--- src/rtl/core/ukmst_pkg.sv ---
// Package for the unique-key min-score record table.
// Holds widths, depth, status and opcode codes and the stored slot layout.
// No dependencies.
package ukmst_pkg;

  localparam int DEPTH   = 64;
  localparam int IDX_W   = $clog2(DEPTH);
  localparam int CNT_W   = $clog2(DEPTH + 1);
  localparam int KEY_W   = 31;
  localparam int SCORE_W = 10;
  localparam int ID_W    = 16;

  localparam logic [ID_W-1:0] ID_MAX = {ID_W{1'b1}};

  typedef enum logic {
    OP_INSERT = 1'b0,
    OP_REMOVE = 1'b1
  } op_t;

  typedef enum logic [1:0] {
    ST_OK    = 2'd0,
    ST_DUP   = 2'd1,
    ST_FULL  = 2'd2,
    ST_EMPTY = 2'd3
  } status_t;

  typedef struct packed {
    logic [KEY_W-1:0]   key;
    logic [SCORE_W-1:0] score;
    logic [ID_W-1:0]    id;
  } slot_t;

endpackage

--- src/rtl/core/ukmst_if.sv ---
// Channel interfaces for the record table: request beats in, result beats out.
// Depends on ukmst_pkg for field widths.
interface ukmst_in_if;
  logic                          valid;
  logic                          ready;
  logic                          op;
  logic [ukmst_pkg::KEY_W-1:0]   key_number;
  logic [ukmst_pkg::SCORE_W-1:0] score;

  modport source (output valid, op, key_number, score, input ready);
  modport sink   (input valid, op, key_number, score, output ready);
endinterface

interface ukmst_out_if;
  logic                          valid;
  logic                          ready;
  logic [1:0]                    status;
  logic [ukmst_pkg::ID_W-1:0]    record_id;
  logic [ukmst_pkg::KEY_W-1:0]   record_key;
  logic [ukmst_pkg::SCORE_W-1:0] record_score;

  modport source (output valid, status, record_id, record_key, record_score, input ready);
  modport sink   (input valid, status, record_id, record_key, record_score, output ready);
endinterface

--- src/rtl/core/unique_key_min_score_table_top.sv ---
// Unique-key record table with remove-minimum, built around a single slot memory scan.
// Depends on ukmst_pkg and the channel interfaces in ukmst_if.sv.
//
// Usage:
//   in_chan carries one request per beat: op (insert or remove-minimum), key_number, score.
//   out_chan returns exactly one result beat per request: status, record_id,
//   record_key, record_score. Rejected inserts and empty removes return zero fields.
// Timing:
//   Each request walks every slot of the table memory once, one read per cycle,
//   with the compare logic working on the registered read data in the cycle after the read.
//   in_chan.ready is high only in the idle state, so a new request is accepted
//   only after the previous one has finished its scan and moved its result into
//   the result register; the single read port of the slot memory serializes them.
// Reset:
//   rst_n (synchronous, active low) clears every slot valid bit and the
//   result valid bit; the table is empty and ready right after reset.
// Stall:
//   A finished result waits in the output register; the next request is accepted
//   meanwhile and scanned, and its result is held back until out_chan.ready frees
//   the register.
module unique_key_min_score_table_top (
  input  logic               clk,
  input  logic               rst_n,
  ukmst_in_if.sink           in_chan,
  ukmst_out_if.source        out_chan
);

  typedef enum logic [1:0] {
    S_IDLE,
    S_SCAN,
    S_DONE
  } state_t;

  state_t                         state_r;
  logic [ukmst_pkg::DEPTH-1:0]    valid_r;
  logic [ukmst_pkg::CNT_W-1:0]    cnt_r;
  logic                           p_vld_r;
  logic [ukmst_pkg::IDX_W-1:0]    p_idx_r;

  logic                           op_r;
  logic [ukmst_pkg::KEY_W-1:0]    key_r;
  logic [ukmst_pkg::SCORE_W-1:0]  score_r;

  logic                           dup_r;
  logic                           any_r;
  logic [ukmst_pkg::ID_W-1:0]     newest_r;
  logic                           free_found_r;
  logic [ukmst_pkg::IDX_W-1:0]    free_idx_r;
  logic                           best_found_r;
  logic [ukmst_pkg::IDX_W-1:0]    best_idx_r;
  ukmst_pkg::slot_t               best_r;

  logic                           out_valid_r;
  logic [1:0]                     out_status_r;
  logic [ukmst_pkg::ID_W-1:0]     out_id_r;
  logic [ukmst_pkg::KEY_W-1:0]    out_key_r;
  logic [ukmst_pkg::SCORE_W-1:0]  out_score_r;

  ukmst_pkg::slot_t               mem [ukmst_pkg::DEPTH];
  ukmst_pkg::slot_t               rd_data_r;
  ukmst_pkg::slot_t               wr_data;
  logic                           mem_we;

  logic                           slot_live;
  logic                           better;
  logic                           out_free;
  logic                           ins_ok;
  ukmst_pkg::status_t             res_status;
  logic [ukmst_pkg::ID_W-1:0]     res_id;
  logic [ukmst_pkg::KEY_W-1:0]    res_key;
  logic [ukmst_pkg::SCORE_W-1:0]  res_score;
  logic [ukmst_pkg::ID_W-1:0]     new_id;

  assign in_chan.ready         = (state_r == S_IDLE);
  assign out_chan.valid        = out_valid_r;
  assign out_chan.status       = out_status_r;
  assign out_chan.record_id    = out_id_r;
  assign out_chan.record_key   = out_key_r;
  assign out_chan.record_score = out_score_r;

  assign out_free  = !out_valid_r || out_chan.ready;
  assign slot_live = p_vld_r && valid_r[p_idx_r];

  // Lower score wins; equal score goes to the older (smaller) id.
  assign better = !best_found_r ||
                  (rd_data_r.score < best_r.score) ||
                  ((rd_data_r.score == best_r.score) && (rd_data_r.id < best_r.id));

  assign new_id = any_r ? (newest_r + ukmst_pkg::ID_W'(1)) : '0;
  assign ins_ok = !dup_r && free_found_r && !(any_r && (newest_r == ukmst_pkg::ID_MAX));

  always_comb begin
    res_status = ukmst_pkg::ST_OK;
    res_id     = '0;
    res_key    = '0;
    res_score  = '0;
    if (op_r == ukmst_pkg::OP_INSERT) begin
      priority if (dup_r) begin
        res_status = ukmst_pkg::ST_DUP;
      end else if (!ins_ok) begin
        res_status = ukmst_pkg::ST_FULL;
      end else begin
        res_id    = new_id;
        res_key   = key_r;
        res_score = score_r;
      end
    end else if (!best_found_r) begin
      res_status = ukmst_pkg::ST_EMPTY;
    end else begin
      res_id    = best_r.id;
      res_key   = best_r.key;
      res_score = best_r.score;
    end
  end

  assign mem_we        = (state_r == S_DONE) && out_free &&
                         (op_r == ukmst_pkg::OP_INSERT) && ins_ok;
  assign wr_data.key   = key_r;
  assign wr_data.score = score_r;
  assign wr_data.id    = new_id;

  always_ff @(posedge clk) begin
    if (mem_we) begin
      mem[free_idx_r] <= wr_data;
    end
    rd_data_r <= mem[cnt_r[ukmst_pkg::IDX_W-1:0]];
  end

  always_ff @(posedge clk) begin
    if (!rst_n) begin
      state_r     <= S_IDLE;
      valid_r     <= '0;
      p_vld_r     <= 1'b0;
      out_valid_r <= 1'b0;
    end else begin
      // Drop a taken beat; the done state reloads the register on its own.
      if (out_valid_r && out_chan.ready && (state_r != S_DONE)) begin
        out_valid_r <= 1'b0;
      end

      unique case (state_r)
        S_IDLE: begin
          if (in_chan.valid) begin
            op_r         <= in_chan.op;
            key_r        <= in_chan.key_number;
            score_r      <= in_chan.score;
            cnt_r        <= '0;
            p_vld_r      <= 1'b0;
            dup_r        <= 1'b0;
            any_r        <= 1'b0;
            free_found_r <= 1'b0;
            best_found_r <= 1'b0;
            state_r      <= S_SCAN;
          end
        end

        S_SCAN: begin
          // Issue the read for cnt_r, evaluate the slot read last cycle.
          p_idx_r <= cnt_r[ukmst_pkg::IDX_W-1:0];
          if (cnt_r == ukmst_pkg::CNT_W'(ukmst_pkg::DEPTH)) begin
            p_vld_r <= 1'b0;
            state_r <= S_DONE;
          end else begin
            p_vld_r <= 1'b1;
            cnt_r   <= cnt_r + ukmst_pkg::CNT_W'(1);
          end

          if (slot_live) begin
            if (rd_data_r.key == key_r) begin
              dup_r <= 1'b1;
            end
            if (!any_r || (rd_data_r.id > newest_r)) begin
              newest_r <= rd_data_r.id;
            end
            any_r <= 1'b1;
            if (better) begin
              best_found_r <= 1'b1;
              best_idx_r   <= p_idx_r;
              best_r       <= rd_data_r;
            end
          end else if (p_vld_r && !free_found_r) begin
            free_found_r <= 1'b1;
            free_idx_r   <= p_idx_r;
          end
        end

        S_DONE: begin
          // Hold here until the result register is free.
          if (out_free) begin
            out_valid_r  <= 1'b1;
            out_status_r <= res_status;
            out_id_r     <= res_id;
            out_key_r    <= res_key;
            out_score_r  <= res_score;
            if (mem_we) begin
              valid_r[free_idx_r] <= 1'b1;
            end else if ((op_r == ukmst_pkg::OP_REMOVE) && best_found_r) begin
              valid_r[best_idx_r] <= 1'b0;
            end
            state_r <= S_IDLE;
          end
        end

        default: begin
          state_r <= S_IDLE;
        end
      endcase
    end
  end

endmodule

--- src/flat_wrapper.sv ---
// flat-port wrapper written by rule: the top's interface ports become plain ports
module unique_key_min_score_table_top_flat 
  (clk, rst_n, in_chan_valid, in_chan_op, in_chan_key_number, in_chan_score, in_chan_ready, out_chan_valid, out_chan_status, out_chan_record_id, out_chan_record_key, out_chan_record_score, out_chan_ready);
  ukmst_in_if in_chan_i ();
  ukmst_out_if out_chan_i ();
  input  logic clk;
  input  logic rst_n;
  input wire logic [$bits(in_chan_i.valid)-1:0] in_chan_valid;
  input wire logic [$bits(in_chan_i.op)-1:0] in_chan_op;
  input wire logic [$bits(in_chan_i.key_number)-1:0] in_chan_key_number;
  input wire logic [$bits(in_chan_i.score)-1:0] in_chan_score;
  output wire logic [$bits(in_chan_i.ready)-1:0] in_chan_ready;
  output wire logic [$bits(out_chan_i.valid)-1:0] out_chan_valid;
  output wire logic [$bits(out_chan_i.status)-1:0] out_chan_status;
  output wire logic [$bits(out_chan_i.record_id)-1:0] out_chan_record_id;
  output wire logic [$bits(out_chan_i.record_key)-1:0] out_chan_record_key;
  output wire logic [$bits(out_chan_i.record_score)-1:0] out_chan_record_score;
  input wire logic [$bits(out_chan_i.ready)-1:0] out_chan_ready;
  assign in_chan_i.valid = in_chan_valid;
  assign in_chan_i.op = in_chan_op;
  assign in_chan_i.key_number = in_chan_key_number;
  assign in_chan_i.score = in_chan_score;
  assign in_chan_ready = in_chan_i.ready;
  assign out_chan_valid = out_chan_i.valid;
  assign out_chan_status = out_chan_i.status;
  assign out_chan_record_id = out_chan_i.record_id;
  assign out_chan_record_key = out_chan_i.record_key;
  assign out_chan_record_score = out_chan_i.record_score;
  assign out_chan_i.ready = out_chan_ready;
  unique_key_min_score_table_top u_core (.clk(clk), .rst_n(rst_n), .in_chan(in_chan_i), .out_chan(out_chan_i));
endmodule
--- config.mk ---
export PLATFORM = sky130hd
export DESIGN_NAME = unique_key_min_score_table_top_flat
export DESIGN_NICKNAME = d
export VERILOG_FILES = /design/src/rtl/core/ukmst_pkg.sv /design/src/rtl/core/ukmst_if.sv /design/src/rtl/core/unique_key_min_score_table_top.sv /design/src/flat_wrapper.sv
export SDC_FILE = /design/constraint.sdc
export NUM_CORES = 2
export LEC_CHECK = 0
export BUFFER_PORTS_ARGS = -buffer_cell sky130_fd_sc_hd__buf_2
export CORE_MARGIN = 5
export CORE_UTILIZATION = 60
export CTS_CLUSTER_DIAMETER = 50
export CTS_CLUSTER_SIZE = 30
export DETAILED_ROUTE_END_ITERATION = 12
export PLACE_DENSITY = 0.76
export SYNTH_ARGS = -nofsm -noshare
export SYNTH_HDL_FRONTEND = slang
export SYNTH_SLANG_ARGS = --single-unit
--- constraint.sdc ---
create_clock -name clk -period 7.4 [get_ports clk]
set_clock_uncertainty 0.05 [all_clocks]
set_input_delay 0.37 -clock clk [delete_from_list [all_inputs] [get_ports clk]]
set_output_delay 0.37 -clock clk [all_outputs]
set_load 0.05 [all_outputs]
==> results.toml <==
[timing]
rsz0062_at_grt = "false"
setup-tns-final_ns = 0
finalSetupViolCount = 0
tightest_slew_ns = 1.40
timing.final.crit_share_pct = 68.5
layout_setup_ws_ns = 2.33
hold_violations = 0
max_slew_margin_pct = 6.45
max_freq_mhz = 197
layout_min_cycle_time_ns = 5.07
drv_slew = 0

[route]
drcViolationCount = 0
routed_wl_um = 398000
vias = 72715
first_pass_iters = 6
wl_per_cell_um = 39.3
antenna_left = 0
first_iter_violations = 12826
viasPerCell = 7.18

[die]
ios = 107
fp.dieW_um = 512
core_um2 = 251000
dieArea_um2 = 262000
start_util_pct = 60.2
die_h_um = 512
core.rowCount = 184

[cells_and_area]
syn_to_final_growth_pct = 11.7
layout-drive-gt1-share_pct = 32.8
nets = 6604
final_core_util_pct = 67.2
final_area_um2 = 169000

[setup_path]
reg2reg_depth = 7
cp_data_arrival_time_ns = 5.64
r2r_slack_ns = 2.33
r2r_end = "u_core.mem[31][25]"
worstPathRequired_ns = 7.97
worstPathMaxFanout = 39
r2r-start = "u_core.newest_r[0]"
setup.worst_path.start_class = "flip-flop"
cp-end-kind = "flip-flop"
critPathKind = "reg2reg"

[synth]
synth.area.mux_share_pct = 18.0
synth_top_area_share_pct = 76.6
synth-async-reset-ratio_pct = 0
synth_edf_count = 3851
syn-cell-area_um2 = 151000
syn_avg_cell_area_um2 = 24.6
yosys.area.top_type = "edfxtp_1"
yosysUniqueCellTypes = 57
synthAdderAreaFrac_pct = 0.365
synth-seq-cells = 3976
syn_inst = 6129
synth-compound-area-share_pct = 1.12
synth_area_leaders = "edfxtp_1, mux4_2, dfxtp_1, clkbuf_1, ha_1"
synth_most_common_cell = "edfxtp_1"
synth_top_family_by_area = "multiplexers"
ys.flop_type = "edfxtp_1"
synth_xor_xnor_area_share_pct = 0.284
yosys.area_share.simple_pct = 0.945
syn_nets = 6219
synth_warnings = 0
synth_common_cells = "edfxtp_1, mux4_2, clkbuf_1"
ys_seq_area_share_pct = 78.2

[worst_hold_path]
hold_start = "in_chan_key_number[30]"
hold_class = "in2reg"
hold_path_depth = 2
worstHoldEndpoint = "u_core.key_r[30]"

[cts]
clkSinkCount = 3976
ctsHtreeMaxLevel = 5
clk_path_buf_depth = 4
numCtsBuffers = 320
clk_pin_slew_worst_paths_ns = 0.08
cts_setup_buffers = 0
clock_latency_ns = 0.97
cts_tree = "done"
root_buffer = "clkbuf_16"

[placed_design]
hpwl_um = 219000
gp_congestion = 0.850
port_buffers = 106
post-place-ws_ns = 2.39
placed_cell_area_um2 = 157000

[power_and_ir_drop]
vdd_drop_max_mv = 0.261
power.total_uw = 45300
power_density_nw_per_um2 = 269
p_leak_uw = 0.0526

[global_route]
grt_pass1_wl_um = 561000
globalRoute.totalOverflow = 0
grt_pass1_vias = 72428
antenna_found_initial = 32
track_usage_pct = 30.5
grt_start_max_net_pins = 159

[outcome]
run_status = "finished clean"

[run]
drv_cap = 0
final cells by class:
class                           count  area (um2)
Multi-Input combinational cell   1787       31900
Sequential cell                  3976      118000
Clock buffer                      344        8160
Timing Repair Buffer              379        3070
Fill cell                       14570       82300
Clock inverter                    223        2970
Inverter                           50         190
Tap cell                         3348        4190
Antenna cell                       14        35.0
flip-flops by register name, indices dropped and copies added (netlist names), 10 cells and up:
register                      flops
u_core.newest_r                  16
u_core.out_chan.record_score     10
u_core.out_chan.record_id        16
u_core.out_chan.record_key       31
u_core.best_r                    57
u_core.valid_r                   64
u_core.score_r                   10
u_core.key_r                     31
u_core.mem                     3648
u_core.rd_data_r                 57
layer usage:
layer  global-route usage [%]  routed length [um]  vias to the layer above
met3                     7.90               52400                      836
li1                         -                   -                    27339
met5                        0                  34                        -
met1                     43.4              138000                    38459
met2                     47.0              190000                     6075
met4                     10.9               16900                        6
timing repair:
item                      in CTS  in global routing
resized for setup              0                  0
hold buffers                  46                  0
hold endpoints to repair      52                  0
logic make-up (layout without fill, tap and decap cells):
family                     Yosys count  count (layout)
AOI/OAI and AO/OA                  192             192
adders and majority gates           44              44
buffers and inverters              366             996
other                                0              14
and+or+nand+nor                    274             274
DFF                               3976            3976
muxes                             1228            1228
xor gates and xnor gates            49              49
worst max path at each step:
stage	start	to	slack [ns]	cells past startpoint
CTS	u_core.newest_r[0]	u_core.mem[31][23]	2.42	7
detailed placement	u_core.newest_r[0]	u_core.mem[31][29]	2.39	7
global route	u_core.newest_r[0]	u_core.mem[43][33]	2.29	7
global placement	u_core.newest_r[0]	u_core.mem[31][21]	2.47	7
floorplan	u_core.p_idx_r[2]	u_core.best_idx_r[0]	0.73	9
finish	u_core.newest_r[0]	u_core.mem[31][25]	2.33	7
per-stage QoR:
stage,instances,hold WS [ns]
floorplan,6129,0.358
global placement,9493,0.383
detailed placement,9494,0.382
CTS,10107,0.000680
global route,10108,0.0308
finish,10121,0.0638
worst max-delay path, cell delays in order (launching register included):
cell	delay [ns]
edfxtp_1	0.52
ha_1	0.30
and3_1	0.22
nand4_1	0.22
o311a_4	0.73
nand4_1	0.89
nor2_4	1.25
buf_4	0.50
where the power goes:
group	switching [uW]	internal, uW	total, uW
registers	141	24700	24800
clock network	8780	9230	18000
logic	1490	1000	2500
total	10400	34900	45300
placed cells by master (no fill, tap or decap), drive strengths merged, types with 14 or more instances in the layout:
master          n
o211a          17
buf           333
xnor2          35
mux4         1194
dfxtp         125
clkbuf        344
a21oi          14
o221a          48
a22o           57
clkinvlp       18
nand4          20
and2           18
mux2i          25
bufinv         20
diode          14
inv           139
ha             44
dlygate4sd3    46
nand2          46
nor2           89
edfxtp       3851
nand3          18
xor2           14
clkinv         96
nor2b          14
Note: power is estimated with default switching activity, not from simulation.
